## config.mk

```make
export PLATFORM = sky130hd
export DESIGN_NAME = wdm_gain
export DESIGN_NICKNAME = d
export VERILOG_FILES = /design/src/wdm_pkg.sv /design/src/wdm_gain.sv
export SDC_FILE = /design/constraint.sdc
export NUM_CORES = 2
export LEC_CHECK = 0
export BUFFER_PORTS_ARGS = -buffer_cell sky130_fd_sc_hd__clkbuf_2
export CAP_MARGIN = 40
export CORE_MARGIN = 2
export CORE_UTILIZATION = 56
export CTS_CLUSTER_SIZE = 40
export DETAILED_ROUTE_END_ITERATION = 8
export GPL_ROUTABILITY_DRIVEN = 0
export PLACE_DENSITY = 0.83
export RECOVER_POWER = 50
export SLEW_MARGIN = 10
export SYNTH_ARGS = -nofsm -noshare
export SYNTH_HDL_FRONTEND = slang
export SYNTH_SLANG_ARGS = --single-unit
```

## constraint.sdc

```tcl
create_clock -name clk_i -period 16.5 [get_ports clk_i]
set_input_delay 3.3 -clock clk_i [delete_from_list [all_inputs] [get_ports clk_i]]
set_output_delay 3.3 -clock clk_i [all_outputs]
set_load 0.05 [all_outputs]
```

## src/wdm_pkg.sv

```systemverilog
// ---------------------------------------------------------------------------
// Wheel drive mixer package
// Widths, register codes, reset values and pipeline payload types.
// ---------------------------------------------------------------------------
package wdm_pkg;

  localparam int FRAC_BITS  = 12;
  localparam int IN_W       = 16;
  localparam int OUT_W      = 21;
  localparam int MODE_W     = 3;
  localparam int COUNT_W    = 3;
  localparam int GAIN_W     = 16;
  localparam int GAIN_FRAC  = 8;
  localparam int ADDR_W     = 4;
  localparam int DATA_W     = 32;
  localparam int NUM_WHEELS = 4;

  // A signed sum of three rates needs two more bits; its magnitude one more.
  localparam int SUM_W  = IN_W + 2;
  localparam int MAG_W  = IN_W + 1;
  localparam int QUO_W  = FRAC_BITS + 1;
  localparam int DIV_W  = (MAG_W > QUO_W) ? MAG_W : QUO_W;
  localparam int REM_W  = DIV_W + 1;
  localparam int PROD_W = QUO_W + GAIN_W;
  localparam int PSH_W  = PROD_W - GAIN_FRAC;
  localparam int EXT_W  = ((PSH_W > OUT_W) ? PSH_W : OUT_W) + 1;

  localparam int FRONT_STAGES = 4;
  localparam int GAIN_STAGES  = 2;
  localparam int NUM_STAGES   = FRONT_STAGES + QUO_W + GAIN_STAGES;

  localparam logic [DIV_W-1:0] ONE_FX = {{(DIV_W-1){1'b0}}, 1'b1} << FRAC_BITS;

  localparam logic signed [EXT_W-1:0] WHEEL_MAX = EXT_W'((2 ** (OUT_W - 1)) - 1);
  localparam logic signed [EXT_W-1:0] WHEEL_MIN = -EXT_W'(2 ** (OUT_W - 1));

  localparam logic [COUNT_W-1:0] WHEELS_FOUR = COUNT_W'(4);
  localparam logic [COUNT_W-1:0] WHEELS_TWO  = COUNT_W'(2);

  localparam logic [MODE_W-1:0]  MODE_RESET  = MODE_W'(0);
  localparam logic [COUNT_W-1:0] COUNT_RESET = COUNT_W'(4);
  localparam logic [GAIN_W-1:0]  GAIN_RESET  = GAIN_W'(256);

  typedef enum logic [MODE_W-1:0] {
    MODE_MECANUM     = 3'd0,
    MODE_PARALLEL4   = 3'd1,
    MODE_PARALLEL2   = 3'd2,
    MODE_OMNI_CROSS  = 3'd3,
    MODE_OMNI_PLUS   = 3'd4
  } mix_mode_e;

  typedef enum logic [ADDR_W-3:0] {
    REG_MIX_MODE    = 2'd0,
    REG_WHEEL_COUNT = 2'd1,
    REG_OUTPUT_GAIN = 2'd2
  } reg_idx_e;

  typedef struct packed {
    logic [MODE_W-1:0]  mix_mode;
    logic [COUNT_W-1:0] wheel_count;
    logic [GAIN_W-1:0]  output_gain;
  } cfg_t;

  typedef struct packed {
    logic                                err;
    logic [NUM_WHEELS-1:0]               neg;
    logic [DIV_W-1:0]                    dvs;
    logic [NUM_WHEELS-1:0][REM_W-1:0]    rem;
    logic [NUM_WHEELS-1:0][QUO_W-1:0]    quo;
  } div_t;

endpackage

```

## src/wdm_gain.sv

```systemverilog
// ---------------------------------------------------------------------------
// Wheel drive mixer gain stage
// Multiplies each normalised magnitude by the Q8.8 gain, then restores the
// sign and clamps to the output range. Two register stages.
// ---------------------------------------------------------------------------
module wdm_gain (
  input  logic                                clk_i,
  input  logic [wdm_pkg::GAIN_STAGES-1:0]     en_i,
  input  logic [wdm_pkg::GAIN_W-1:0]          gain_i,
  input  wdm_pkg::div_t                       data_i,
  output logic signed [wdm_pkg::OUT_W-1:0]    wheel_o [wdm_pkg::NUM_WHEELS],
  output logic                                err_o
);

  localparam int NW = wdm_pkg::NUM_WHEELS;

  logic [wdm_pkg::PROD_W-1:0]       prod_q [NW];
  logic [NW-1:0]                    neg_q;
  logic                             err_q;
  logic [wdm_pkg::EXT_W-1:0]        mag_ext [NW];
  logic signed [wdm_pkg::EXT_W-1:0] val [NW];
  logic signed [wdm_pkg::OUT_W-1:0] wheel_d [NW];
  logic signed [wdm_pkg::OUT_W-1:0] wheel_q [NW];
  logic                             err_out_q;

  // Truncation toward zero: scale the magnitude, then apply the sign.
  always_comb begin
    for (int i = 0; i < NW; i++) begin
      mag_ext[i] = wdm_pkg::EXT_W'(prod_q[i][wdm_pkg::PROD_W-1:wdm_pkg::GAIN_FRAC]);
      val[i]     = neg_q[i] ? -$signed(mag_ext[i]) : $signed(mag_ext[i]);
      if (val[i] > wdm_pkg::WHEEL_MAX) begin
        wheel_d[i] = wdm_pkg::WHEEL_MAX[wdm_pkg::OUT_W-1:0];
      end else if (val[i] < wdm_pkg::WHEEL_MIN) begin
        wheel_d[i] = wdm_pkg::WHEEL_MIN[wdm_pkg::OUT_W-1:0];
      end else begin
        wheel_d[i] = val[i][wdm_pkg::OUT_W-1:0];
      end
    end
  end

  always_ff @(posedge clk_i) begin
    if (en_i[0]) begin
      for (int i = 0; i < NW; i++) begin
        prod_q[i] <= wdm_pkg::PROD_W'(data_i.quo[i]) * wdm_pkg::PROD_W'(gain_i);
      end
      neg_q <= data_i.neg;
      err_q <= data_i.err;
    end
    if (en_i[1]) begin
      wheel_q   <= wheel_d;
      err_out_q <= err_q;
    end
  end

  assign wheel_o = wheel_q;
  assign err_o   = err_out_q;

endmodule

```

==> impl_metrics.toml <==
[sta]
fin_crit_ps = 9200
skew_ps = 13.7
whs_ps = 421
setup_violations = 0
maxSlewViolCount = 154
rsz0062_at_grt = "no"
setup-tns-final_ps = 0
fmax_mhz = 109
slew_headroom = -0.969
timing.final.crit_share = 0.558
tightest_slew_ps = 2950
hold_viol = 0

[global_routing]
grt_pass1_wl_mm = 125
grt_pass1_vias = 26500
grt_max_degree = 53
grt_antenna_before_repair = 1
gr-total-overflow = 0
grt.total_usage = 0.248

[power]
p_switching_uw = 3200
p_leak_uw = 0.0177
p_total_uw = 6400
clockPowerShare = 0.060
p_seq_frac = 0.170
combPwrFrac = 0.771
p_int_uw = 3210
power_density_nw_per_um2 = 180
vdd_drop_max_mv = 0.182
switching_share = 0.499

[synth]
syn_nets = 4728
synth.distinct_cells = 64
netlist_area_um2 = 33800
synthFlopType = "edfxtp_1"
yosys.area.top_type = "fa_1"
ys_warn_count = 0
synthTopCellsByArea = "fa_1 (36%), edfxtp_1 (15%), ha_1 (11%), inv_1 (9.0%), and2_1 (7.6%)"
avgSynthCellArea_um2 = 9.22
yosysMostFrequentCell = "inv_1"
synth-seq-cells = 174
seq_area_frac_synth = 0.154
synth_top_area_share = 0.362
synth_edf_count = 174
netlist_top_cells_count = "inv_1 (808), fa_1 (612), nand2_1 (502)"
async_flop_share = 0
syn_inst = 3667

[worst_setup_path]
critPathSlowestCell = "o31ai_1"
crit_path_start_kind = "input pin"
endpoint_kind = "register"
path_cells = "clkbuf_2 > buf_4 > and2_1 > fa_1 > inv_1 > fa_1 > inv_1 > fa_1 > fa_1 > inv_1 > fa_1 > inv_1 > ha_1 > nand2_1 > o31ai_1 > a31oi_1 > o311ai_0 > a31oi_1 > o21ai_0 > xnor2_1"
critPathMaxFanout = 52
timing_worst_setup_path_type = "in2reg"
cp.arrival_ps = 9440
cpPeakStageDelay_ps = 780
path_common_cell = "fa_1"
crit_required_ps = 16740

[clocking]
clock_sinks = 174
cts-resized-gates = 0
htree_levels = 4
cts_tree = "built"
postCtsSetupRepairBufs = 0
cts_made_buffers = 17
cts_root_buf = "clkbuf_16"
cts_buffer_depth = 2
clk_latency_ps = 490
cts_hold_buf = 0
clk_pin_slew_worst_paths_ps = 70

[floorplanning]
die_x_um = 250
fp.dieH_um = 250
start_util = 0.564
core_area_um2 = 60000
io_pins = 250
die-area_um2 = 62400
rows = 90

[layout]
stdcell_area_um2 = 35600
diodes = 0
fin_nets = 4760
area_delta_synth_final_pct = 5.21
layout-drive-gt1-share = 0.0612

[routing]
drt-initial-drc-count = 1729
via_count = 24700
ant_nets = 0
via_per_inst = 5.50
drc_errors = 0
dr.pass1.iters = 5
post_drt_wl_per_cell_um = 16.2
drt_wl_total_mm = 72.7

[run]
max_cap_violations = 5

[place]
place_area_um2 = 35100
dp_hpwl_mm = 55.1
numPortBuffers = 160

[run_status]
run_status = "finished, violations left"
violations = "capacitance limit, slew limit"

[min_path]
hp-class = "reg2reg"
[final timing paths]
path                                    start             to  slack (ps)  cells past startpoint
worst min-delay path                    err_q          err_o         420                      0
worst max register to register  prod_q[2][11]    wheel_o[26]       12200                      8
worst max-delay path                gain_i[6]  prod_q[0][28]        7300                     20
worst min register to register          err_q          err_o         420                      0
[sequential cells by signal, summed over array words and instances (netlist names)]
register,flops
prod_q,84
wheel_o,84
neg_q,4
err_o,1
err_q,1
[layout by cell type (no fill, tap or decap), types with 6 or more instances in the layout]
cell and count:
inv_1 808, fa_1 612, nand2_1 502, and2_1 410, ha_1 284, edfxtp_1 174, clkbuf_2 156, o21ai_0 104
nor2_1 78, xor2_1 73, a21oi_1 70, xnor2_1 53, a21o_1 35, o31ai_1 27, nor3_1 27, nand3_1 20
nor2b_1 20, buf_4 20, o311ai_0 18, nand4_1 17, clkbuf_16 17, a31oi_1 15, or4_1 14, or3_1 13
o21a_1 12, o41ai_1 12, nor4_1 10, nand2b_1 9, clkbuf_1 9, or2_2 8, and3_1 7, clkinv_4 7
o21ai_2 6
[routing by layer]
| layer | track usage | wire [um] | vias up |
|---|---|---|---|
| li1 | - | - | 11300 |
| met1 | 0.308 | 29000 | 12600 |
| met2 | 0.441 | 37400 | 749 |
| met3 | 0.0379 | 4190 | 136 |
| met4 | 0.0847 | 2090 | 2 |
| met5 | 0 | 17 | - |
[power by group through the flow]
stage | registers, uW | logic, uW | clock network [uW]
6_report | 1090 | 4940 | 382
5_1_grt | 1110 | 5670 | 409
4_1_cts | 1090 | 4980 | 392
3_5_place_dp | 1090 | 4930 | 0
3_3_place_gp | 1090 | 4770 | 0
2_1_floorplan | 1250 | 3720 | 0
[final cells by class]
| cell class | count | area (um^2) |
|---|---|---|
| fillers | 5008 | 24400 |
| repair buffers | 182 | 953 |
| inverters | 808 | 3030 |
| multi-input cells | 2516 | 24900 |
| clock buffers | 20 | 437 |
| well taps | 782 | 978 |
| flip-flops and latches | 174 | 5230 |
| clock inverters | 12 | 104 |
[per-stage QoR]
step,setup WS [ps],util,std cells
3_5_place_dp,6870,0.585,4462
5_1_grt,6970,0.593,4494
4_1_cts,7340,0.594,4494
2_1_floorplan,7850,-,3667
6_report,7300,0.593,4494
3_3_place_gp,6990,0.585,4459
[kinds of logic (layout without fill, tap and decap cells)]
logic type                 count (synthesis)  after routing  synth area share
AOI/OAI and AO/OA                        341            341            0.0656
xor gates and xnor gates                 126            126            0.0326
adders and majority gates                896            896             0.467
buffers and inverters                    977           1022             0.109
DFF                                      174            174             0.154
muxes                                      5              5           0.00152
and+or+nand+nor                         1148           1148             0.170
[worst max-delay path, delay by kind of cell]
family | cells | cell delay, ps
buffers and inverters | 6 | 870
AOI/OAI and AO/OA | 5 | 2230
adders and majority gates | 6 | 2620
and+or+nand+nor | 2 | 320
xor gates and xnor gates | 1 | 90
Power figures use the tool's default switching activity.
