<file path="src/wdm_pkg.sv">
// ---------------------------------------------------------------------------
// Wheel drive mixer package
// Widths, register codes, reset values and pipeline payload types.
// ---------------------------------------------------------------------------
package wdm_pkg;

  localparam int FRAC_BITS  = 12;
  localparam int IN_W       = 16;
  localparam int OUT_W      = 21;
  localparam int MODE_W     = 3;
  localparam int COUNT_W    = 3;
  localparam int GAIN_W     = 16;
  localparam int GAIN_FRAC  = 8;
  localparam int ADDR_W     = 4;
  localparam int DATA_W     = 32;
  localparam int NUM_WHEELS = 4;

  // A signed sum of three rates needs two more bits; its magnitude one more.
  localparam int SUM_W  = IN_W + 2;
  localparam int MAG_W  = IN_W + 1;
  localparam int QUO_W  = FRAC_BITS + 1;
  localparam int DIV_W  = (MAG_W > QUO_W) ? MAG_W : QUO_W;
  localparam int REM_W  = DIV_W + 1;
  localparam int PROD_W = QUO_W + GAIN_W;
  localparam int PSH_W  = PROD_W - GAIN_FRAC;
  localparam int EXT_W  = ((PSH_W > OUT_W) ? PSH_W : OUT_W) + 1;

  localparam int FRONT_STAGES = 4;
  localparam int GAIN_STAGES  = 2;
  localparam int NUM_STAGES   = FRONT_STAGES + QUO_W + GAIN_STAGES;

  localparam logic [DIV_W-1:0] ONE_FX = {{(DIV_W-1){1'b0}}, 1'b1} << FRAC_BITS;

  localparam logic signed [EXT_W-1:0] WHEEL_MAX = EXT_W'((2 ** (OUT_W - 1)) - 1);
  localparam logic signed [EXT_W-1:0] WHEEL_MIN = -EXT_W'(2 ** (OUT_W - 1));

  localparam logic [COUNT_W-1:0] WHEELS_FOUR = COUNT_W'(4);
  localparam logic [COUNT_W-1:0] WHEELS_TWO  = COUNT_W'(2);

  localparam logic [MODE_W-1:0]  MODE_RESET  = MODE_W'(0);
  localparam logic [COUNT_W-1:0] COUNT_RESET = COUNT_W'(4);
  localparam logic [GAIN_W-1:0]  GAIN_RESET  = GAIN_W'(256);

  typedef enum logic [MODE_W-1:0] {
    MODE_MECANUM     = 3'd0,
    MODE_PARALLEL4   = 3'd1,
    MODE_PARALLEL2   = 3'd2,
    MODE_OMNI_CROSS  = 3'd3,
    MODE_OMNI_PLUS   = 3'd4
  } mix_mode_e;

  typedef enum logic [ADDR_W-3:0] {
    REG_MIX_MODE    = 2'd0,
    REG_WHEEL_COUNT = 2'd1,
    REG_OUTPUT_GAIN = 2'd2
  } reg_idx_e;

  typedef struct packed {
    logic [MODE_W-1:0]  mix_mode;
    logic [COUNT_W-1:0] wheel_count;
    logic [GAIN_W-1:0]  output_gain;
  } cfg_t;

  typedef struct packed {
    logic                                err;
    logic [NUM_WHEELS-1:0]               neg;
    logic [DIV_W-1:0]                    dvs;
    logic [NUM_WHEELS-1:0][REM_W-1:0]    rem;
    logic [NUM_WHEELS-1:0][QUO_W-1:0]    quo;
  } div_t;

endpackage

</file>
<file path="src/wdm_front.sv">
// ---------------------------------------------------------------------------
// Wheel drive mixer front end
// Mixes the rates into wheel values, takes magnitudes, finds the largest
// and chooses the divisor for normalisation. Four register stages.
// ---------------------------------------------------------------------------
module wdm_front (
  input  logic                                  clk_i,
  input  logic [wdm_pkg::FRONT_STAGES-1:0]      en_i,
  input  wdm_pkg::cfg_t                         cfg_i,
  input  logic signed [wdm_pkg::IN_W-1:0]       forward_rate_i,
  input  logic signed [wdm_pkg::IN_W-1:0]       side_rate_i,
  input  logic signed [wdm_pkg::IN_W-1:0]       turn_rate_i,
  output wdm_pkg::div_t                         data_o
);

  localparam int NW = wdm_pkg::NUM_WHEELS;

  logic signed [wdm_pkg::SUM_W-1:0] f, s, t;
  logic signed [wdm_pkg::SUM_W-1:0] w_d [NW];
  logic                             err_d;

  // Stage 1: mixed wheel values.
  logic signed [wdm_pkg::SUM_W-1:0] w1_q [NW];
  logic                             err1_q;
  // Stage 2: sign and magnitude.
  logic [wdm_pkg::MAG_W-1:0]        mag2_q [NW];
  logic [NW-1:0]                    neg2_q;
  logic                             err2_q;
  // Stage 3: pairwise maxima.
  logic [wdm_pkg::MAG_W-1:0]        mag3_q [NW];
  logic [NW-1:0]                    neg3_q;
  logic                             err3_q;
  logic [wdm_pkg::MAG_W-1:0]        max01_q, max23_q;
  // Stage 4: divisor chosen.
  wdm_pkg::div_t                    data_q;
  logic [wdm_pkg::MAG_W-1:0]        max_all;
  logic [wdm_pkg::DIV_W-1:0]        max_ext;

  assign f = wdm_pkg::SUM_W'(forward_rate_i);
  assign s = wdm_pkg::SUM_W'(side_rate_i);
  assign t = wdm_pkg::SUM_W'(turn_rate_i);

  // A rejected mode or wheel count sends zeros down the pipe, which the
  // divider and gain stages keep at zero.
  always_comb begin
    err_d = 1'b1;
    for (int i = 0; i < NW; i++) w_d[i] = '0;
    case (wdm_pkg::mix_mode_e'(cfg_i.mix_mode))
      wdm_pkg::MODE_MECANUM: begin
        if (cfg_i.wheel_count == wdm_pkg::WHEELS_FOUR) begin
          err_d  = 1'b0;
          w_d[0] = f - s + t;
          w_d[1] = f + s + t;
          w_d[2] = -f + s + t;
          w_d[3] = -f - s + t;
        end
      end
      wdm_pkg::MODE_PARALLEL4: begin
        if (cfg_i.wheel_count == wdm_pkg::WHEELS_FOUR) begin
          err_d  = 1'b0;
          w_d[0] = -f;
          w_d[1] = f;
          w_d[2] = f;
          w_d[3] = -f;
        end
      end
      wdm_pkg::MODE_PARALLEL2: begin
        if (cfg_i.wheel_count == wdm_pkg::WHEELS_TWO) begin
          err_d  = 1'b0;
          w_d[0] = -f;
          w_d[1] = f;
        end
      end
      wdm_pkg::MODE_OMNI_CROSS, wdm_pkg::MODE_OMNI_PLUS: begin
        err_d = 1'b1;
      end
      default: begin
        err_d = 1'b1;
      end
    endcase
  end

  assign max_all = (max01_q > max23_q) ? max01_q : max23_q;
  assign max_ext = wdm_pkg::DIV_W'(max_all);

  always_ff @(posedge clk_i) begin
    if (en_i[0]) begin
      w1_q   <= w_d;
      err1_q <= err_d;
    end
    if (en_i[1]) begin
      for (int i = 0; i < NW; i++) begin
        neg2_q[i] <= w1_q[i][wdm_pkg::SUM_W-1];
        mag2_q[i] <= wdm_pkg::MAG_W'(w1_q[i][wdm_pkg::SUM_W-1] ? -w1_q[i] : w1_q[i]);
      end
      err2_q <= err1_q;
    end
    if (en_i[2]) begin
      mag3_q  <= mag2_q;
      neg3_q  <= neg2_q;
      err3_q  <= err2_q;
      max01_q <= (mag2_q[0] > mag2_q[1]) ? mag2_q[0] : mag2_q[1];
      max23_q <= (mag2_q[2] > mag2_q[3]) ? mag2_q[2] : mag2_q[3];
    end
    if (en_i[3]) begin
      // Dividing by one in fixed point leaves wheels that need no scaling as they are.
      data_q.dvs <= (max_ext > wdm_pkg::ONE_FX) ? max_ext : wdm_pkg::ONE_FX;
      data_q.err <= err3_q;
      data_q.neg <= neg3_q;
      data_q.quo <= '0;
      for (int i = 0; i < NW; i++) begin
        data_q.rem[i] <= wdm_pkg::REM_W'(mag3_q[i]);
      end
    end
  end

  assign data_o = data_q;

endmodule

</file>
<file path="config.mk">
export PLATFORM = sky130hd
export DESIGN_NAME = wdm_front
export DESIGN_NICKNAME = d
export VERILOG_FILES = /design/src/wdm_pkg.sv /design/src/wdm_front.sv
export SDC_FILE = /design/constraint.sdc
export NUM_CORES = 1
export LEC_CHECK = 0
export BUFFER_PORTS_ARGS = -buffer_cell sky130_fd_sc_hd__buf_2
export CORE_ASPECT_RATIO = 0.75
export CORE_MARGIN = 4
export CORE_UTILIZATION = 60
export DETAILED_ROUTE_END_ITERATION = 7
export PLACE_DENSITY = 0.84
export SETUP_SLACK_MARGIN = 0.4
export SYNTH_ARGS = -nofsm -noshare
export SYNTH_HDL_FRONTEND = slang
export SYNTH_SLANG_ARGS = --single-unit
export TNS_END_PERCENT = 10
</file>
<file path="constraint.sdc">
create_clock -name clk_i -period 5.5 [get_ports clk_i]
set_input_delay 0.275 -clock clk_i [delete_from_list [all_inputs] [get_ports clk_i]]
set_output_delay 0.275 -clock clk_i [all_outputs]
set_load 0.005 [all_outputs]
</file>
==> out/qor.csv <==
stage;metric;value;unit
clock_tree;cts_buffers;34;
timing;timing.final.ws_setup;1.203;ns
synth;ys_seq_area_share;51.32;%
timing;grt_setup_unrepaired;no;
die;die_h;164.5;um
synth;synth_edf_count;335;
power_and_ir_drop;pwr-share-comb;23.5;%
drt;routedWlPerCell;19.52;um
synth;synthCells;1636;
drt;num_vias;12910;
synth;synthDistinctLibCells;70;
power_and_ir_drop;internal_power;5.105;mW
clock_tree;holdBufCountCts;0;
setup_path;cpPeakStageDelay;0.67;ns
timing;tightest_slew;1.049;ns
synth;yosysTopAreaCellShare;51.32;%
drt;dr.first_iter.drc_count;1270;
drt;vias_per_cell;5.702;
place;port_buffers;148;
clock_tree;clock-root-buffer;clkbuf_16;
clock_tree;cts_tree;built;
power_and_ir_drop;pwr-share-clk;30.7;%
timing;tns;0;ns
power_and_ir_drop;p_leak;9.030;nW
synth;syn-cell-area;19600;um2
setup_path;start_kind;primary input;
finish;nNetsFinal;2065;
timing;finalCriticalPeriod;4.297;ns
finish;layout-drive-gt1-share;15.05;%
global_route;grt_overflow;0;
power_and_ir_drop;p_total;7.103;mW
timing;maxSlewHeadroom;30.07;%
die;die-area;35650;um2
clock_tree;clock-sinks;335;
synth;yosys.area.top_type;edfxtp_1;
die;core-area;32310;um2
setup_path;path_cells;buf_2 > inv_1 > ha_1 > nand3_1 > nor3_1 > nand2_1 > nor2_1 > xnor2_1 > fa_1 > ha_1 > o21a_1 > o21ai_0 > a221oi_1 > a31oi_1 > nor3_1 > xor2_1 > nor2_1;
setup_path;crit_fanout;4;
synth;async_reset_ff_share;0;%
power_and_ir_drop;switching_power;1.998;mW
drt;dr.pass1.iters;7;
finish;fin_area;21690;um2
timing;fmax;0.2327;GHz
clock_tree;cts-resized-gates;0;
setup_path;endpoint_kind;register;
finish;final_core_util;67.15;%
power_and_ir_drop;switching_share;28.13;%
place;dpl_worst_slack;0.7649;ns
synth;yosysWarnings;0;
place;dpl_cell_area;20630;um2
power_and_ir_drop;powerDensity;327.4;nW/um2
synth;synth_area_leaders;edfxtp_1 51%, ha_1 8.0%, fa_1 6.8%;
global_route;grt_pass1_vias;12470;
die;initial_core_util;60.67;%
die;rows;57;
synth;synth.most_common_cell;edfxtp_1;
clock_tree;insertion_delay;0.50;ns
synth;ys_ff_latch;335;
setup_path;crit_slowest_cell;a221oi_1;
setup_path;worstPathRequired;5.74;ns
die;fp.dieW;216.7;um
finish;synthToLayoutAreaGrowth;10.67;%
place;dp_hpwl;33.69;mm
synth;synth_top_cells_by_count;335 x edfxtp_1, 222 x inv_1, 125 x ha_1;
clock_tree;htreeDepth;2;
timing;skew;0.02244;ns
global_route;grt_pass1_wl;67.54;mm
power_and_ir_drop;ir_drop;0.2153;mV
global_route;grt_max_degree;89;
setup_path;critical_path_arrival;4.54;ns
clock_tree;cts_setup_buffers;0;
worst_hold_path;hp-class;in -> reg;
flow_run;drv_cap;0;
clock_tree;cts_buffer_depth;3;
place;gp_congestion;0.9429;
global_route;track_usage;24.30;%
timing;finalSetupViolations;0;
setup_path;crit_type;in -> reg;
outcome;outcome;completed;
drt;drc;0;
synth;synth.avg_cell_area;11.98;um2
die;num_io_pins;221;
drt;drt_wl_total;44.18;mm
clock_tree;path_clk_slew;0.06;ns
timing;drv_slew;0;
timing;finalCritPeriodShare;78.12;%
power_and_ir_drop;seq_power_share;45.8;%
synth;ys.flop_type;edfxtp_1;
timing;hold_violations;0;
global_route;antenna_found_initial;2;
drt;drtAntennaViolNets;0;
final timing paths:
kind                         from                   endpoint  slack, ns  cells after the start
max reg2reg  max01_q[4]$_DFFE_PP_  data_o[124]$_SDFFCE_PP0P_       1.70                      9
max             forward_rate_i[1]         w1_q[17]$_DFFE_PP_       1.20                     17
min                     cfg_i[21]           err1_q$_DFFE_PP_       0.15                      3
min reg2reg  mag3_q[13]$_DFFE_PP_      data_o[119]$_DFFE_PP_       0.41                      0
layout by cell type (no fill, tap or decap), types with 29 or more instances in the layout:
| cell type | synthesis | routed |
|---|---|---|
| xor2_1 | 33 | 33 |
| ha_1 | 125 | 125 |
| conb_1 | 1 | 56 |
| a21oi_1 | 54 | 54 |
| nor2_1 | 82 | 82 |
| xnor2_1 | 91 | 91 |
| o21ai_0 | 48 | 48 |
| nand3_1 | 38 | 38 |
| mux2_2 | 43 | 43 |
| fa_1 | 67 | 67 |
| nor3_1 | 29 | 29 |
| nand2_1 | 95 | 95 |
| edfxtp_1 | 335 | 335 |
| buf_2 | 2 | 146 |
| inv_1 | 222 | 222 |
| clkbuf_16 | 0 | 35 |
through the flow:
step           instances  hold WS, ns
5_1_grt             2264       0.1561
4_1_cts             2263       0.1354
3_3_place_gp        2204       0.4033
3_5_place_dp        2204       0.4045
2_1_floorplan       1691       0.3875
6_report            2264       0.1488
flip-flops by register name (all words and copies together), names as in the netlist:
name and cells:
max23_q 17, err3_q 1, neg3_q 4, mag3_q 66, data_o 88, max01_q 17
err2_q 1, mag2_q 66, w1_q 70, neg2_q 4, err1_q 1
cell type report:
cell class	count	area, um2
Sequential cell	335	10060
Clock inverter	18	165.2
Timing Repair Buffer	158	820.8
Tap cell	442	553.0
Clock buffer	41	898.4
Fill cell	2299	10610
Multi-Input combinational cell	1047	8361
Inverter	222	833.3
Antenna cell	1	2.502
cells by family (layout without fill, tap and decap cells):
logic type                 after synthesis  in the layout  share of synthesized area [%]
and+or+nand+nor                        343            343                          8.643
DFF                                    335            335                          51.32
buffers and inverters                  309            439                          7.079
AOI/OAI and AO/OA                      278            278                          9.524
adders and majority gates              192            192                          14.82
xor gates and xnor gates               124            124                          5.541
muxes                                   54             54                          3.051
other                                    1             57                        0.01913
worst max-delay path: cells and delay by family:
| kind | cells | cell delay [ns] |
|---|---|---|
| and+or+nand+nor | 6 | 1.29 |
| xor gates and xnor gates | 2 | 0.45 |
| adders and majority gates | 3 | 1.11 |
| AOI/OAI and AO/OA | 4 | 1.14 |
| buffers and inverters | 2 | 0.26 |
routing by layer:
layer | track usage (%) | part of all wire (%) | vias to the layer above
met2 | 39.30 | 46 | 598
met5 | 0 | 0.027 | -
met3 | 3.200 | 7.9 | 91
met4 | 7.618 | 2.9 | 2
met1 | 34.81 | 44 | 6205
li1 | - | - | 6014
power by group through the flow:
stage	clock (mW)	combinational, mW	sequential [mW]
6_report	2.18	1.67	3.25
5_1_grt	2.33	1.85	3.27
4_1_cts	2.22	1.65	3.25
3_5_place_dp	0	1.63	3.30
3_3_place_gp	0	1.58	3.28
2_1_floorplan	0	1.22	3.23
(Power assumes the default switching activity.)
