$ cat config.mk
export PLATFORM = sky130hd
export DESIGN_NAME = wdm_div_stage
export DESIGN_NICKNAME = d
export VERILOG_FILES = /design/src/wdm_pkg.sv /design/src/wdm_div_stage.sv
export SDC_FILE = /design/constraint.sdc
export NUM_CORES = 1
export LEC_CHECK = 0
export ABC_AREA = 1
export BUFFER_PORTS_ARGS = -buffer_cell sky130_fd_sc_hd__buf_2
export CAP_MARGIN = 20
export CORE_MARGIN = 5
export CORE_UTILIZATION = 43
export CTS_BUF_LIST = sky130_fd_sc_hd__clkbuf_4
export CTS_CLUSTER_DIAMETER = 40
export DETAILED_ROUTE_END_ITERATION = 10
export PLACE_DENSITY = 0.65
export SLEW_MARGIN = 30
export SYNTH_ARGS = -nofsm -noshare
export SYNTH_HDL_FRONTEND = slang
export SYNTH_SLANG_ARGS = --single-unit
$ cat constraint.sdc
create_clock -name clk_i -period 2.2 [get_ports clk_i]
set_input_delay 0.22 -clock clk_i [delete_from_list [all_inputs] [get_ports clk_i]]
set_output_delay 0.22 -clock clk_i [all_outputs]
set_load 0.02 [all_outputs]
$ cat src/wdm_pkg.sv
// ---------------------------------------------------------------------------
// Wheel drive mixer package
// Widths, register codes, reset values and pipeline payload types.
// ---------------------------------------------------------------------------
package wdm_pkg;

  localparam int FRAC_BITS  = 12;
  localparam int IN_W       = 16;
  localparam int OUT_W      = 21;
  localparam int MODE_W     = 3;
  localparam int COUNT_W    = 3;
  localparam int GAIN_W     = 16;
  localparam int GAIN_FRAC  = 8;
  localparam int ADDR_W     = 4;
  localparam int DATA_W     = 32;
  localparam int NUM_WHEELS = 4;

  // A signed sum of three rates needs two more bits; its magnitude one more.
  localparam int SUM_W  = IN_W + 2;
  localparam int MAG_W  = IN_W + 1;
  localparam int QUO_W  = FRAC_BITS + 1;
  localparam int DIV_W  = (MAG_W > QUO_W) ? MAG_W : QUO_W;
  localparam int REM_W  = DIV_W + 1;
  localparam int PROD_W = QUO_W + GAIN_W;
  localparam int PSH_W  = PROD_W - GAIN_FRAC;
  localparam int EXT_W  = ((PSH_W > OUT_W) ? PSH_W : OUT_W) + 1;

  localparam int FRONT_STAGES = 4;
  localparam int GAIN_STAGES  = 2;
  localparam int NUM_STAGES   = FRONT_STAGES + QUO_W + GAIN_STAGES;

  localparam logic [DIV_W-1:0] ONE_FX = {{(DIV_W-1){1'b0}}, 1'b1} << FRAC_BITS;

  localparam logic signed [EXT_W-1:0] WHEEL_MAX = EXT_W'((2 ** (OUT_W - 1)) - 1);
  localparam logic signed [EXT_W-1:0] WHEEL_MIN = -EXT_W'(2 ** (OUT_W - 1));

  localparam logic [COUNT_W-1:0] WHEELS_FOUR = COUNT_W'(4);
  localparam logic [COUNT_W-1:0] WHEELS_TWO  = COUNT_W'(2);

  localparam logic [MODE_W-1:0]  MODE_RESET  = MODE_W'(0);
  localparam logic [COUNT_W-1:0] COUNT_RESET = COUNT_W'(4);
  localparam logic [GAIN_W-1:0]  GAIN_RESET  = GAIN_W'(256);

  typedef enum logic [MODE_W-1:0] {
    MODE_MECANUM     = 3'd0,
    MODE_PARALLEL4   = 3'd1,
    MODE_PARALLEL2   = 3'd2,
    MODE_OMNI_CROSS  = 3'd3,
    MODE_OMNI_PLUS   = 3'd4
  } mix_mode_e;

  typedef enum logic [ADDR_W-3:0] {
    REG_MIX_MODE    = 2'd0,
    REG_WHEEL_COUNT = 2'd1,
    REG_OUTPUT_GAIN = 2'd2
  } reg_idx_e;

  typedef struct packed {
    logic [MODE_W-1:0]  mix_mode;
    logic [COUNT_W-1:0] wheel_count;
    logic [GAIN_W-1:0]  output_gain;
  } cfg_t;

  typedef struct packed {
    logic                                err;
    logic [NUM_WHEELS-1:0]               neg;
    logic [DIV_W-1:0]                    dvs;
    logic [NUM_WHEELS-1:0][REM_W-1:0]    rem;
    logic [NUM_WHEELS-1:0][QUO_W-1:0]    quo;
  } div_t;

endpackage

$ cat src/wdm_div_stage.sv
// ---------------------------------------------------------------------------
// Wheel drive mixer divider stage
// One restoring-division step for all four wheels: settles one quotient bit
// per lane and registers the partial remainder for the next stage.
// ---------------------------------------------------------------------------
module wdm_div_stage (
  input  logic          clk_i,
  input  logic          en_i,
  input  wdm_pkg::div_t data_i,
  output wdm_pkg::div_t data_o
);

  localparam int NW = wdm_pkg::NUM_WHEELS;

  wdm_pkg::div_t             data_d;
  wdm_pkg::div_t             data_q;
  logic [wdm_pkg::REM_W-1:0] dvs_ext;
  logic [wdm_pkg::REM_W-1:0] rem_sub [NW];
  logic [NW-1:0]             take;

  assign dvs_ext = wdm_pkg::REM_W'(data_i.dvs);

  // The remainder stays below the divisor after the subtract, so the shift
  // for the next bit always fits.
  always_comb begin
    data_d = data_i;
    for (int i = 0; i < NW; i++) begin
      take[i]       = data_i.rem[i] >= dvs_ext;
      rem_sub[i]    = take[i] ? (data_i.rem[i] - dvs_ext) : data_i.rem[i];
      data_d.rem[i] = {rem_sub[i][wdm_pkg::REM_W-2:0], 1'b0};
      data_d.quo[i] = {data_i.quo[i][wdm_pkg::QUO_W-2:0], take[i]};
    end
  end

  always_ff @(posedge clk_i) begin
    if (en_i) begin
      data_q <= data_d;
    end
  end

  assign data_o = data_q;

endmodule

==> results of run 1 <==
kinds of logic (layout without fill, tap and decap cells):
family          after synthesis  count (layout)  synth area share
simple gates                746             750            0.3357
buf+inv                     241             780           0.09909
flops                       142             142            0.4258
fa+ha+maj                    72              72           0.09297
compound gates               41              41           0.02149
xor+xnor                     28              28           0.02449
other cells                   1               7         0.0003745
cell type report:
type                    instances  area [µm²]
repair buffers                525        3827
flip-flops and latches        142        4264
diodes                          3       7.507
well taps                     313       391.6
clock inverters                14       127.6
inverters                     224       878.3
fillers                      1906        7871
clock buffers                  17       127.6
multi-input cells             895        5283
power by group:
group          leakage (nW)  total [mW]  switching [mW]  internal, mW
Combinational          6.18        3.20            1.91          1.29
Sequential             1.39        3.44          0.0886          3.36
Clock                 0.129        1.70            1.21         0.488
final timing paths:
kind  depth (start not counted)  slack, ns   startpoint                     to
min                           1       0.05  data_i[124]  data_o[124]$_DFFE_PP_
max                          13      -0.04  data_i[130]  data_o[112]$_DFFE_PP_
cells in the mapped netlist, drive strengths merged, types with 4 or more instances:
master and instances:
nand4 7, edfxtp 142, xor2 25, a21oi 37, inv 223, fa 4
nand2 539, ha 68, nand3 121, and2 5, buf 17, nor2 54
or2 4, nor3 7
through the flow:
step / setup WS (ns) / hold WS [ns] / instance area [µm²] / setup TNS (ns)
after floorplan: 0.2360 / 0.3189 / 10020 / 0
after global placement: -0.02355 / 0.3960 / 12350 / -0.1912
final: -0.04402 / 0.05453 / 14910 / -0.09385
after global routing: -0.09283 / -0.003160 / 14910 / -0.9542
after CTS: 0.02410 / 0.01732 / 13980 / 0
after detailed placement: -0.04397 / 0.3983 / 12350 / -0.3346
worst max-delay path, cell delays in order:
cell and delay (ns):
dlygate4sd3_1 0.54, buf_2 0.14, inv_1 0.19, ha_1 0.37, nand2_1 0.12, nor2_1 0.17, nand3_1 0.12, nor2_2 0.16
nor3_4 0.05, buf_4 0.16, buf_4 0.16, nand3_1 0.07, nand2_1 0.06
metal layers:
layer	part of all wire	vias up	GRT usage
met5	0.00037	-	0
met4	0.020	2	0.06367
met3	0.069	50	0.04758
met2	0.49	385	0.4197
met1	0.42	4635	0.3098
li1	-	5099	-
repair_timing:
action,in CTS,in global routing
setup buffers,0,22
endpoints found under the setup margin,0,68
resized for setup,0,80
endpoints found under the hold margin,137,0
hold buffers,137,0
==> results.md, run 1 <==
- Status: finished with violations
- Failing checks: negative setup slack
- Layout cells sized above 1: 0.3093
- Post-synth EDFFs: 142
- Dpl hpwl: 24970 µm
- Largest register FFs: between 100 and 150
- Core Util, Final: 0.6544
- DR iter-0 viols: between 700 and 800
- Syn Inst Count: roughly 1300
- H-tree Lvls: 4
- Clock Path Buffers: 2
- Maximum vdd drop: about 0.33 mV
- Routed length per instance: 16.33 µm
- DR vias/cell: around 4.8
- Period minus WS final: roughly 2.2 ns
- Vias in the first global route: 9493
- Seq/Total Area, Yosys: 0.4258
- Area leader, netlist: edfxtp_1
- Gr usage total: 0.2417
- Arr. time, crit path: between 2 and 3 ns
- CTS sink count: around 140
- Worst path required time: around 2.5 ns
- Synth Warn #: 0
- Final nets: around 2000
- Drc violations: 0
- Synth top area cells: edfxtp_1, nand2_1, ha_1, inv_1, nand3_1
- Final Max Slew Viols: 0
- Most common cell after layout, fill and taps aside: nand2_1
- Top_reg_cell synth: edfxtp_1
- Seq cells post-synth: 142
- CTS tree: built
- Largest net degree at the start of global routing: 51
- Final count of negative-setup-slack endpoints: 5
- CTS buffer count: 17
- Cell Rows: 55
- Final wirelength: 34830 µm
- Hold Crit Class: primary input to register
- Tcrit/Tclk final: 1.020
- Area Growth Syn to Fin: 48.87%
- Initial antenna violation count: 4
- CP Launch Type: primary input
- Cell Area, Synth: about 10000 µm²
- DR vias: just over 10000
- Max-cap violations: 0
- PortBufs: around 290
- Crit-path max FO: 7
- Die span in x: about 160 µm
- CP Class: primary input to register
- CTS Root Cell: clkbuf_4
- IO Pins: 294
- FMAX: 445.6 MHz
- Pwr Density: around 560 nW/µm²
- Die area: 26440 µm²
- Post-synth ARST share: 0
- Starting Density: 0.4396
- First-pass GRT wire length: 50040 µm
- Share of the synthesized area in the top cell type: 0.4258
- Gpl congestion: roughly 0.91
- DIE HEIGHT: ~160 µm
- Synth unique cells: 37
- Synthesized area per cell: 7.878 µm²
- LEAKAGE: ~7.7 nW
- Most frequent cells in the layout: nand2_1, buf_2, inv_1
- Post-route insts no fill: about 2100
- Final worst slack: -0.04402 ns
- Number of hold violations in the final report: 0
- Clock slew at reported path FFs: 0.13 ns
- GRT overflow: 0
- CORE AREA: roughly 23000 µm²
- Placed cell count: a little under 2000
- RSZ-0062 raised after global routing: yes
- Routed Antenna Nets: 0
- DR pass1 iterations: 5
- Crit. End Element: register
- Power, Total: 8.343 mW
Power figures use the tool's default switching activity.
==> run 2: changes to the inputs <==
--- a/config.mk
+++ b/config.mk
@@ -8,12 +8,14 @@
 export ABC_AREA = 1
 export BUFFER_PORTS_ARGS = -buffer_cell sky130_fd_sc_hd__buf_2
 export CAP_MARGIN = 20
+export CELL_PAD_IN_SITES_DETAIL_PLACEMENT = 2
+export CELL_PAD_IN_SITES_GLOBAL_PLACEMENT = 2
 export CORE_MARGIN = 5
-export CORE_UTILIZATION = 43
+export CORE_UTILIZATION = 30
 export CTS_BUF_LIST = sky130_fd_sc_hd__clkbuf_4
 export CTS_CLUSTER_DIAMETER = 40
 export DETAILED_ROUTE_END_ITERATION = 10
-export PLACE_DENSITY = 0.65
+export PLACE_DENSITY_LB_ADDON = 0.1
 export SLEW_MARGIN = 30
 export SYNTH_ARGS = -nofsm -noshare
 export SYNTH_HDL_FRONTEND = slang
==> run 2 against run 1 <==
  * The flow still finishes with violations (negative setup slack)
  * Die area increased by 40%
  * Cell count is 8.5% higher
  * Worst hold slack better by 0.14 ns
  * Core utilization is 20 points lower
  * Critical endpoint is now data_o[92]$_DFFE_PP_
  * Largest cell class unchanged
  * Highest routed layer unchanged
==> results.md, run 2 (synthesis gave the netlist of run 1 again) <==
- Largest register FFs: around 140
- Crit-path max FO: 17
- Clock slew at reported path FFs: approximately 0.15 ns
- DR pass1 iterations: 5
- Logic pwr share: 0.395
- Final nets: a little over 2000
- Sw Pwr: roughly 3.6 mW
- Final Max Slew Viols: 0
- Final worst slack: -0.03763 ns
- Period minus WS final: 2.238 ns
- Clock power share: 0.216
- Final wirelength: approximately 51000 µm
- Power share of the sequential group: 0.389
- Power, Total: roughly 9 mW
- Routed Antenna Nets: 0
- CP Launch Type: primary input
- Failing checks: negative setup slack
- Tcrit/Tclk final: 1.017
- Die span in x: about 190 µm
- Arr. time, crit path: between 2 and 3 ns
- DR iter-0 viols: between 400 and 500
- Drc violations: 0
- Final count of negative-setup-slack endpoints: 10
- Initial antenna violation count: 5
- IO Pins: ~290
- Cell Rows: 67
- CORE AREA: between 30000 and 40000 µm²
- Number of hold violations in the final report: 0
- Layout cells sized above 1: 0.3199
- Die area: 37130 µm²
- Vias in the first global route: ~12000
- Crit. End Element: register
- Hold Crit Class: primary input to register
- Setup TNS: -0.1318 ns
- CTS Root Cell: clkbuf_4
- Clock Path Buffers: 2
- GRT overflow: 0
- Worst path required time: approximately 2.6 ns
- CTS buffer count: 17
- Status: finished with violations
- Most common cell after layout, fill and taps aside: nand2_1
- H-tree Lvls: 4
- First-pass GRT wire length: 73440 µm
- DIE HEIGHT: 192.7 µm
- PortBufs: roughly 290
- Dpl hpwl: about 34000 µm
- Max-cap violations: 0
- Starting Density: 0.3009
- Gpl congestion: around 0.8
- Most frequent cells in the layout: nand2_1, buf_2, inv_1
- CTS tree: built
- Gr usage total: 0.2643
- Switch share: 0.4058
- Routed length per instance: 22.19 µm
- Pwr Density: around 590 nW/µm²
- CP Class: primary input to register
- DR vias: ~11000
- Int Pwr: between 5 and 6 mW
- FMAX: roughly 450 MHz
- RSZ-0062 raised after global routing: yes
- CTS sink count: between 100 and 150
- Largest net degree at the start of global routing: between 40 and 50
- DR vias/cell: approximately 4.8
- LEAKAGE: roughly 7.9 nW
- Area Growth Syn to Fin: 51.74%
- Maximum vdd drop: 0.2560 mV
==> run 2: critical path, stage by stage <==
cell           delay [ns]
dlygate4sd3_1        0.57
buf_2                0.13
inv_1                0.07
buf_12               0.16
ha_1                 0.35
nand2_1              0.13
nor2_2               0.15
inv_1                0.05
nor2_1               0.10
nand2_1              0.06
nand2_1              0.10
nor2_4               0.07
buf_4                0.22
nand3_1              0.11
nand2_1              0.12
==> run 2: timing repair <==
action                                  4_1_cts  5_1_grt
hold endpoints to repair                    172        0
endpoints found under the setup margin        0       40
setup buffers                                 0       25
resized for setup                             0       71
hold buffers                                139        0
==> run 2: power groups by stage <==
stage / registers (mW) / clock network (mW) / logic [mW]
floorplan: 3.90 / 0 / 1.34
global placement: 3.50 / 0 / 2.92
detailed placement: 3.52 / 0 / 3.03
CTS: 3.46 / 1.91 / 3.25
global route: 3.51 / 2.10 / 3.84
finish: 3.48 / 1.93 / 3.54
==> run 2: layout make-up <==
type / count / area, µm²
multi-input cells: 894 / 5092
clock buffers: 17 / 127.6
inverters: 224 / 867.1
fillers: 3718 / 18090
diodes: 4 / 10.01
clock inverters: 15 / 150.1
well taps: 448 / 560.5
flip-flops and latches: 142 / 4264
repair buffers: 571 / 4123
==> run 2: final timing paths <==
kind,startpoint,cells past startpoint,to
worst max-delay path,data_i[131],15,data_o[92]$_DFFE_PP_
worst min-delay path,data_i[87],4,data_o[13]$_DFFE_PP_
==> run 2: layer usage <==
layer  global-route usage  vias up  share of wire
li1                     -     5186              -
met1               0.2929     5469           0.39
met2               0.4965      356           0.52
met3              0.05373       88          0.058
met4              0.09517        2          0.035
met5                    0        -        0.00021
==> run 2: stage by stage <==
step                cell area (µm²)  utilization  setup slack [ns]  std cells  hold slack [ns]
floorplan                     10020            -            0.2360       1274           0.3189
global placement              12890       0.3875           -0.1011       2112           0.3962
detailed placement            12890       0.3875           -0.1967       2112           0.3984
CTS                           14560       0.4376           0.01293       2283           0.1471
global route                  15190       0.4566          -0.08632       2315           0.1559
finish                        15190       0.4566          -0.03763       2315           0.1940
